## config.mk

```make
export PLATFORM = sky130hd
export DESIGN_NAME = round_robin_thread_scheduler_unit
export DESIGN_NICKNAME = d
export VERILOG_FILES = /design/src/rtl/rrts_pkg.sv /design/src/rtl/rrts_in_reg.sv /design/src/rtl/rrts_core.sv /design/src/rtl/rrts_out_reg.sv /design/src/rtl/round_robin_thread_scheduler_unit.sv
export VERILOG_INCLUDE_DIRS = /design/src /design/src/rtl
export SDC_FILE = /design/constraint.sdc
export NUM_CORES = 1
export LEC_CHECK = 0
export ABC_AREA = 0
export BUFFER_PORTS_ARGS = -buffer_cell sky130_fd_sc_hd__buf_2
export CAP_MARGIN = 20
export CELL_PAD_IN_SITES_DETAIL_PLACEMENT = 1
export CELL_PAD_IN_SITES_GLOBAL_PLACEMENT = 1
export CORE_AREA = 8 8 155 157
export DETAILED_ROUTE_END_ITERATION = 7
export DIE_AREA = 0 0 163 165
export PLACE_DENSITY_LB_ADDON = 0.1
export SYNTH_ARGS = -nofsm -noshare
export SYNTH_HDL_FRONTEND = slang
export SYNTH_SLANG_ARGS = --single-unit
export TNS_END_PERCENT = 20
```

## constraint.sdc

```tcl
create_clock -name clk -period 4.9 [get_ports clk]
set_input_delay 0.49 -clock clk [delete_from_list [all_inputs] [get_ports clk]]
set_output_delay 0.49 -clock clk [all_outputs]
set_load 0.01 [all_outputs]
```

## src/rtl/assert_macros.svh

```systemverilog
// ----------------------------------------------------------------------------
// Assertion macros
// Shared property wrappers for the scheduler RTL. Each use must sit in a
// module that has clk and rst_n in scope.
// ----------------------------------------------------------------------------
`ifndef ASSERT_MACROS_SVH
`define ASSERT_MACROS_SVH

// Same-cycle implication, checked at every rising edge outside reset.
`define ASSERT_IMPL(label, ante, cons, msg) \
    label: assert property (@(posedge clk) disable iff (!rst_n) (ante) |-> (cons)) \
        else $error(msg);

// Next-cycle implication, checked at every rising edge outside reset.
`define ASSERT_NEXT(label, ante, cons, msg) \
    label: assert property (@(posedge clk) disable iff (!rst_n) (ante) |=> (cons)) \
        else $error(msg);

`endif

```

## src/rtl/rrts_pkg.sv

```systemverilog
// ----------------------------------------------------------------------------
// Scheduler package
// Sizes, codes and item structures shared by the round robin scheduler RTL.
// ----------------------------------------------------------------------------
package rrts_pkg;

    // Number of thread slots and the widths that follow from it.
    localparam int MAX_THREADS = 16;
    localparam int SLOT_W      = $clog2(MAX_THREADS);
    localparam int CNT_W       = $clog2(MAX_THREADS + 1);

    // Fixed field widths of the item and result channels.
    localparam int OP_W     = 3;
    localparam int TID_W    = 4;
    localparam int STATUS_W = 3;

    typedef enum logic [OP_W-1:0] {
        OP_CREATE  = 3'd0,
        OP_START   = 3'd1,
        OP_YIELD   = 3'd2,
        OP_BLOCK   = 3'd3,
        OP_FINISH  = 3'd4,
        OP_UNBLOCK = 3'd5
    } op_t;

    typedef enum logic [STATUS_W-1:0] {
        STAT_OK           = 3'd0,
        STAT_ALL_DONE     = 3'd1,
        STAT_DEADLOCK     = 3'd2,
        STAT_NO_FREE      = 3'd3,
        STAT_NOT_BLOCKED  = 3'd4,
        STAT_NONE_RUNNING = 3'd5
    } sched_status_t;

    typedef enum logic [1:0] {
        TS_FREE    = 2'd0,
        TS_READY   = 2'd1,
        TS_BLOCKED = 2'd2,
        TS_RUNNING = 2'd3
    } thr_state_t;

    typedef struct packed {
        logic [OP_W-1:0]  op;
        logic [TID_W-1:0] tid;
    } sched_item_t;

    typedef struct packed {
        logic [TID_W-1:0] running_thread;
        logic             running_valid;
        logic [TID_W-1:0] new_thread;
        sched_status_t    status;
    } sched_result_t;

endpackage

```

## src/rtl/rrts_in_reg.sv

```systemverilog
// ----------------------------------------------------------------------------
// Input register
// Captures one event item and holds it until the core processes it.
// ----------------------------------------------------------------------------
module rrts_in_reg
    import rrts_pkg::*;
(
    input  logic                clk,
    input  logic                rst_n,
    input  logic                in_valid,
    output logic                in_stall,
    input  logic [OP_W-1:0]     operation,
    input  logic [TID_W-1:0]    thread_id,
    input  logic                fire,
    output logic                item_valid,
    output sched_item_t         item
);

    logic        valid_reg;
    logic        valid_next;
    sched_item_t item_reg;
    logic        accept;

    // The register frees up in the same cycle that its item is processed.
    assign in_stall   = valid_reg && !fire;
    assign accept     = in_valid && !in_stall;
    assign valid_next = accept || (valid_reg && !fire);

    always_ff @(posedge clk or negedge rst_n)
    begin
        if (!rst_n)
        begin
            valid_reg <= 1'b0;
        end
        else
        begin
            valid_reg <= valid_next;
        end
    end

    always_ff @(posedge clk)
    begin
        if (accept)
        begin
            item_reg.op  <= operation;
            item_reg.tid <= thread_id;
        end
    end

    assign item_valid = valid_reg;
    assign item       = item_reg;

endmodule

```

## src/rtl/rrts_core.sv

```systemverilog
// ----------------------------------------------------------------------------
// Scheduler core
// Holds the slot states, the ready FIFO and the running thread, and works
// out one event item per cycle while fire is high.
// ----------------------------------------------------------------------------
`include "assert_macros.svh"

module rrts_core
    import rrts_pkg::*;
(
    input  logic          clk,
    input  logic          rst_n,
    input  logic          fire,
    input  sched_item_t   item,
    output sched_result_t result
);

    thr_state_t        thr_state_reg  [MAX_THREADS];
    thr_state_t        thr_state_next [MAX_THREADS];
    logic [SLOT_W-1:0] fifo_mem       [MAX_THREADS];
    logic [SLOT_W-1:0] fifo_head_reg, fifo_head_next;
    logic [SLOT_W-1:0] fifo_tail_reg, fifo_tail_next;
    logic [CNT_W-1:0]  fifo_count_reg, fifo_count_next;
    logic [SLOT_W-1:0] cur_thread_reg, cur_thread_next;
    logic              cur_valid_reg, cur_valid_next;

    op_t               op;
    logic [SLOT_W-1:0] tid_idx;
    logic              tid_in_range;
    logic              any_free;
    logic [SLOT_W-1:0] free_idx;
    logic              any_blocked;
    logic [MAX_THREADS-1:0] ready_vec;
    logic              push_en;
    logic              push_ok;
    logic [SLOT_W-1:0] push_slot;
    logic              pop_en;
    logic [SLOT_W-1:0] pop_slot;
    logic              dispatch;
    logic [SLOT_W-1:0] created;
    sched_status_t     status;

    assign op           = op_t'(item.op);
    assign tid_idx      = SLOT_W'(item.tid);
    assign tid_in_range = (32'(item.tid) < 32'(MAX_THREADS));

    // Lowest free slot, plus a summary of blocked and ready slots.
    always_comb
    begin
        any_free    = 1'b0;
        free_idx    = '0;
        any_blocked = 1'b0;
        for (int i = MAX_THREADS - 1; i >= 0; i--)
        begin
            if (thr_state_reg[i] == TS_FREE)
            begin
                any_free = 1'b1;
                free_idx = SLOT_W'(i);
            end
            if (thr_state_reg[i] == TS_BLOCKED)
            begin
                any_blocked = 1'b1;
            end
            ready_vec[i] = (thr_state_reg[i] == TS_READY);
        end
    end

    always_comb
    begin
        for (int i = 0; i < MAX_THREADS; i++)
        begin
            thr_state_next[i] = thr_state_reg[i];
        end
        cur_thread_next = cur_thread_reg;
        cur_valid_next  = cur_valid_reg;
        push_en         = 1'b0;
        push_slot       = '0;
        dispatch        = 1'b0;
        created         = '0;
        status          = STAT_OK;

        case (op)
            OP_CREATE:
            begin
                if (any_free)
                begin
                    thr_state_next[free_idx] = TS_READY;
                    push_en                  = 1'b1;
                    push_slot                = free_idx;
                    created                  = free_idx;
                end
                else
                begin
                    status = STAT_NO_FREE;
                end
            end
            OP_START, OP_YIELD, OP_BLOCK, OP_FINISH:
            begin
                if (!cur_valid_reg && op != OP_START)
                begin
                    status = STAT_NONE_RUNNING;
                end
                else
                begin
                    if (cur_valid_reg)
                    begin
                        if (op == OP_BLOCK)
                        begin
                            thr_state_next[cur_thread_reg] = TS_BLOCKED;
                        end
                        else if (op == OP_FINISH)
                        begin
                            thr_state_next[cur_thread_reg] = TS_FREE;
                        end
                        else
                        begin
                            thr_state_next[cur_thread_reg] = TS_READY;
                            push_en                        = 1'b1;
                            push_slot                      = cur_thread_reg;
                        end
                    end
                    dispatch = 1'b1;
                end
            end
            OP_UNBLOCK:
            begin
                if (tid_in_range && thr_state_reg[tid_idx] == TS_BLOCKED)
                begin
                    thr_state_next[tid_idx] = TS_READY;
                    push_en                 = 1'b1;
                    push_slot               = tid_idx;
                end
                else
                begin
                    status = STAT_NOT_BLOCKED;
                end
            end
            default:
            begin
                status = STAT_OK;
            end
        endcase

        // A full FIFO cannot occur, since each slot is queued at most once,
        // but the push is still guarded.
        push_ok = push_en && (fifo_count_reg < CNT_W'(MAX_THREADS));

        // Dispatch pops the head; a slot pushed into an empty FIFO in this
        // same item is forwarded straight through.
        pop_en   = 1'b0;
        pop_slot = (fifo_count_reg == '0) ? push_slot : fifo_mem[fifo_head_reg];
        if (dispatch)
        begin
            if (fifo_count_reg != '0 || push_ok)
            begin
                pop_en                   = 1'b1;
                cur_thread_next          = pop_slot;
                cur_valid_next           = 1'b1;
                thr_state_next[pop_slot] = TS_RUNNING;
            end
            else
            begin
                cur_thread_next = '0;
                cur_valid_next  = 1'b0;
                if (any_blocked || (op == OP_BLOCK && cur_valid_reg))
                begin
                    status = STAT_DEADLOCK;
                end
                else
                begin
                    status = STAT_ALL_DONE;
                end
            end
        end

        fifo_tail_next = fifo_tail_reg;
        if (push_ok)
        begin
            fifo_tail_next = (fifo_tail_reg == SLOT_W'(MAX_THREADS - 1)) ?
                             '0 : fifo_tail_reg + 1'b1;
        end
        fifo_head_next = fifo_head_reg;
        if (pop_en)
        begin
            fifo_head_next = (fifo_head_reg == SLOT_W'(MAX_THREADS - 1)) ?
                             '0 : fifo_head_reg + 1'b1;
        end
        fifo_count_next = fifo_count_reg + CNT_W'(push_ok) - CNT_W'(pop_en);
    end

    always_ff @(posedge clk or negedge rst_n)
    begin
        if (!rst_n)
        begin
            for (int i = 0; i < MAX_THREADS; i++)
            begin
                thr_state_reg[i] <= TS_FREE;
            end
            fifo_head_reg  <= '0;
            fifo_tail_reg  <= '0;
            fifo_count_reg <= '0;
            cur_thread_reg <= '0;
            cur_valid_reg  <= 1'b0;
        end
        else if (fire)
        begin
            for (int i = 0; i < MAX_THREADS; i++)
            begin
                thr_state_reg[i] <= thr_state_next[i];
            end
            fifo_head_reg  <= fifo_head_next;
            fifo_tail_reg  <= fifo_tail_next;
            fifo_count_reg <= fifo_count_next;
            cur_thread_reg <= cur_thread_next;
            cur_valid_reg  <= cur_valid_next;
        end
    end

    always_ff @(posedge clk)
    begin
        if (fire && push_ok)
        begin
            fifo_mem[fifo_tail_reg] <= push_slot;
        end
    end

    always_comb
    begin
        result.running_thread = cur_valid_next ? TID_W'(cur_thread_next) : '0;
        result.running_valid  = cur_valid_next;
        result.new_thread     = TID_W'(created);
        result.status         = status;
    end

    `ASSERT_IMPL(a_count_bound, 1'b1, fifo_count_reg <= CNT_W'(MAX_THREADS),
        "ready FIFO count exceeds the number of slots")
    `ASSERT_IMPL(a_count_matches_ready, 1'b1,
        $countones(ready_vec) == int'(fifo_count_reg),
        "ready FIFO count differs from the number of ready slots")
    `ASSERT_IMPL(a_running_state, cur_valid_reg,
        thr_state_reg[cur_thread_reg] == TS_RUNNING,
        "running thread is not marked running")

endmodule

```

## src/rtl/rrts_out_reg.sv

```systemverilog
// ----------------------------------------------------------------------------
// Result register
// Holds one result item until the downstream side takes it.
// ----------------------------------------------------------------------------
`include "assert_macros.svh"

module rrts_out_reg
    import rrts_pkg::*;
(
    input  logic                 clk,
    input  logic                 rst_n,
    input  logic                 fire,
    input  sched_result_t        result,
    output logic                 out_valid,
    input  logic                 out_stall,
    output logic [TID_W-1:0]     running_thread,
    output logic                 running_valid,
    output logic [TID_W-1:0]     new_thread,
    output logic [STATUS_W-1:0]  status
);

    logic          valid_reg;
    logic          valid_next;
    sched_result_t result_reg;

    assign valid_next = fire || (valid_reg && out_stall);

    always_ff @(posedge clk or negedge rst_n)
    begin
        if (!rst_n)
        begin
            valid_reg <= 1'b0;
        end
        else
        begin
            valid_reg <= valid_next;
        end
    end

    always_ff @(posedge clk)
    begin
        if (fire)
        begin
            result_reg <= result;
        end
    end

    assign out_valid      = valid_reg;
    assign running_thread = result_reg.running_thread;
    assign running_valid  = result_reg.running_valid;
    assign new_thread     = result_reg.new_thread;
    assign status         = result_reg.status;

    `ASSERT_IMPL(a_no_overwrite, valid_reg && out_stall, !fire,
        "new result would overwrite one still waiting")
    `ASSERT_NEXT(a_fire_shows, fire, valid_reg,
        "processed item did not produce a visible result")

endmodule

```

## src/rtl/round_robin_thread_scheduler_unit.sv

```systemverilog
// ----------------------------------------------------------------------------
// Round robin thread scheduler
// Tracks thread slots and a ready FIFO, and picks the running thread per event.
// ----------------------------------------------------------------------------
// The scheduler takes one event item per clock cycle while neither side
// stalls, and returns exactly one result item for each. An accepted item
// waits in the input register until it is processed, is worked out in a
// single pass against the slot states and the ready FIFO, and its result is
// loaded into the result register as the item is processed, for the output
// side to take from there. The throughput of one item per cycle while
// nothing stalls is set by that single pass, which updates the scheduling
// state in the same cycle so that the next item sees it. The input side
// stalls only while the input register is full and the result register still
// holds a result that the output side is stalling. Create takes the lowest
// free slot and queues it; start, yield, block and finish retire the running
// thread and then pop the head of the ready FIFO; unblock requeues a blocked
// slot. When the FIFO is empty at dispatch, the status reports all done, or
// deadlock if any slot is blocked. There are no configuration registers.
// ----------------------------------------------------------------------------
module round_robin_thread_scheduler_unit
    import rrts_pkg::*;
(
    input  logic                 clk,
    input  logic                 rst_n,
    input  logic                 in_valid,
    output logic                 in_stall,
    input  logic [OP_W-1:0]      operation,
    input  logic [TID_W-1:0]     thread_id,
    output logic                 out_valid,
    input  logic                 out_stall,
    output logic [TID_W-1:0]     running_thread,
    output logic                 running_valid,
    output logic [TID_W-1:0]     new_thread,
    output logic [STATUS_W-1:0]  status
);

    logic          item_valid;
    sched_item_t   item;
    sched_result_t result;
    logic          fire;

    // An item is processed when one is waiting and the result register is
    // either empty or being emptied in this cycle.
    assign fire = item_valid && (!out_valid || !out_stall);

    rrts_in_reg u_in_reg
    (
        .clk        (clk),
        .rst_n      (rst_n),
        .in_valid   (in_valid),
        .in_stall   (in_stall),
        .operation  (operation),
        .thread_id  (thread_id),
        .fire       (fire),
        .item_valid (item_valid),
        .item       (item)
    );

    // All scheduling state lives in the core and advances only on fire.
    rrts_core u_core
    (
        .clk    (clk),
        .rst_n  (rst_n),
        .fire   (fire),
        .item   (item),
        .result (result)
    );

    rrts_out_reg u_out_reg
    (
        .clk            (clk),
        .rst_n          (rst_n),
        .fire           (fire),
        .result         (result),
        .out_valid      (out_valid),
        .out_stall      (out_stall),
        .running_thread (running_thread),
        .running_valid  (running_valid),
        .new_thread     (new_thread),
        .status         (status)
    );

endmodule
```

==> results_dict.tcl <==
set metrics [dict create \
    gr-total-overflow 0 \
    ys_seq_elements 135 \
    worstMarginPinSlew_ns 1.03 \
    min_path_type "input pin to async pin" \
    worstSetupPathType "register to register" \
    fillers 2390 \
    yosysSeqAreaShare_pct 44.7 \
    p_int_uw 3170 \
    rsz0062_at_grt "false" \
    multi_input_area_um2 4290 \
    maxCapViolCount 0 \
    sequentialPowerShare_pct 32.9 \
    synthesis.area_um2 8490 \
    globalplace.congestion 0.972 \
    relSlewSlack_pct 31.3 \
    pre_cts_ws_ns 0.476 \
    path_max_fanout 10 \
    start_kind "register" \
    die_h_um 165 \
    holdBufCountCts 0 \
    clkSlewWorstSetupHoldPaths_ns 0.07 \
    period_needed_ns 4.42 \
    p_sw_uw 2830 \
    largest_register_ffs 64 \
    cts_sinks 135 \
    synthCells 859 \
    setup_tns_ns 0 \
    avgRoutedWirePerCell_um 29.8 \
    antenna_cells 0 \
    start_util_pct 39.5 \
    synth_edf_count 83 \
    fmax_mhz 226 \
    cts_setup_buffers 0 \
    swShare_pct 47.2 \
    finalSetupViolations 0 \
    slew_viol_final 0 \
    ios 25 \
    die_w_um 163 \
    antenna_found_initial 0 \
    dieArea_um2 26900 \
    drive_gt1_share_pct 15.7 \
    core-area_um2 21500 \
    post_cts_resized 0 \
    wl_mm 34.9 \
    grt_pass1_wl_mm 52.6 \
    synthArstFlopShare_pct 38.5 \
    initialDrtViolationCount 821 \
    port-buffer-count 24 \
    post-route-period-util_pct 90.2 \
    final-hold-violation-count 0 \
    arrival_ns 4.72 \
    grt_max_degree 53 \
    p_per_area_nw_per_um2 625 \
    cts_buffers 17 \
    synth_area_per_cell_um2 9.89 \
    pwr-share-clk_pct 22.4 \
    firstDrtPassIters 7 \
    syn_nets 882 \
    root_buffer "clkbuf_16" \
    p_leak_uw 0.00347 \
    fin_skew_ns 0.0150 \
    cts_buffer_depth 2 \
    first_global_vias 8019 \
    post-dp-hpwl_mm 25.7 \
    worstSkewPairLatency_ns 0.43 \
    peakVddDrop_uv 267 \
    viasPerCell 6.77 \
    status "complete, no violations" \
    worst_slack_ns 0.483 \
    synth_warnings 0 \
    htree_num_levels 4 \
    seq_area_um2 3790 \
    rows 54 \
    crit_path_end_kind "register" \
    comb_power_share_pct 44.7 \
    required_ns 5.21 \
    vias 7932 \
    synth.distinct_cells 78 \
    cts_tree "yes" \
    drc 0 \
    syn2layout_area_growth_pct 12.9 \
    track_usage_pct 26.2 \
    antenna_left 0 \
    nets 902 \
    synth_ff_type "edfxtp_1" \
]
-- cells by family after synthesis --
kind of cell               after synthesis  synth area share, %
AOI/OAI and AO/OA                      292                 23.8
and+or+nand+nor                        273                 15.9
adders and majority gates               15                 2.21
DFF                                    135                 44.7
buffers and inverters                  102                 4.77
muxes                                   35                 7.90
xor gates and xnor gates                 7                0.722
-- worst max-delay path, stage by stage (launching register included) --
cell and delay, ns:
edfxtp_1 0.73, mux4_2 0.59, mux2_2 0.30, nor3_1 0.44, nor2_1 0.20, o311a_1 0.43, nor2_1 0.13, ha_1 0.13
inv_1 0.04, ha_1 0.22, fa_1 0.43, a21oi_1 0.14, nor2_1 0.05, nor2_1 0.11, xnor2_1 0.12, nand2_1 0.08
xnor2_1 0.14
-- metal layers --
metal | share of wire [%] | global-route usage (%) | up-vias
met2 | 49 | 44.7 | 418
met1 | 39 | 32.7 | 4031
li1 | - | - | 3391
met3 | 6.8 | 3.32 | 92
met5 | 0 | 0 | -
met4 | 4.5 | 12.3 | 0
-- synthesized netlist by cell type, drive strengths merged, types with 12 or more instances --
master  number  share of area, %
a31oi       16               1.2
dfrtp       52                15
nand3       25               1.5
inv         43               1.9
nor2b       12              0.88
o211ai      15               1.3
and2        13              0.96
mux4        25               6.6
nand2       61               2.7
o21ai       60               3.7
edfxtp      83                29
nor3        28               1.8
o221ai      14               1.6
a21oi       51               3.0
nor2        74               3.3
clkbuf      43               1.9
buf         16              0.97
nand2b      12              0.97
o22ai       34               2.5
-- area by class of cell --
| cell class | count | area share [%] |
|---|---|---|
| clock buffer | 17 | 4.43 |
| clock inverter | 15 | 1.85 |
| inverter | 43 | 1.68 |
| multi-input combinational | 622 | 44.8 |
| sequential | 135 | 39.5 |
| tap | 280 | 3.65 |
| timing repair buffer | 60 | 4.07 |
-- final timing paths --
kind	from	end	slack, ns	depth (start not counted)
worst max-delay path	u_in_reg.item[0]	u_core.fifo_count_reg[4]	0.48	16
worst min-delay path	rst_n	u_core.thr_state_reg[21]	0.23	2
worst max register to register	u_in_reg.item[0]	u_core.fifo_count_reg[4]	0.48	16
worst min register to register	u_in_reg.item_valid	u_out_reg.out_valid	0.51	1
max in group asynchronous	rst_n	u_core.fifo_head_reg[0]	4.12	2
min in group clk	thread_id[3]	u_in_reg.item[3]	0.24	1
-- through the flow --
step / total power [uW] / hold slack (ns) / std cells / util, % / instance area, um^2
finish: 6000 / 0.233 / 1172 / 44.6 / 9590
detailed placement: 4580 / 0.498 / 1140 / 41.8 / 8990
floorplan: 3500 / 0.194 / 859 / - / 8490
global placement: 4490 / 0.467 / 1140 / 41.8 / 8990
global route: 6240 / 0.235 / 1172 / 44.6 / 9590
CTS: 5930 / 0.233 / 1172 / 44.6 / 9590
-- power groups by stage --
| stage | clock, uW | sequential [uW] | combinational, uW |
|---|---|---|---|
| 6_report | 1340 | 1970 | 2680 |
| 5_1_grt | 1390 | 1990 | 2860 |
| 4_1_cts | 1350 | 1940 | 2630 |
| 3_5_place_dp | 0 | 1960 | 2610 |
| 3_3_place_gp | 0 | 1940 | 2550 |
| 2_1_floorplan | 0 | 1660 | 1840 |
-- cell usage in the layout (no fill, tap or decap), drive strengths merged, types with 25 or more instances in the layout --
| cell type | instances |
|---|---|
| inv | 51 |
| mux4 | 25 |
| nor3 | 28 |
| o22ai | 34 |
| nor2 | 74 |
| nand2 | 61 |
| o21ai | 60 |
| edfxtp | 83 |
| nand3 | 25 |
| buf | 60 |
| dfrtp | 52 |
| a21oi | 51 |
No activity file was read; power rests on OpenSTA's default activity.
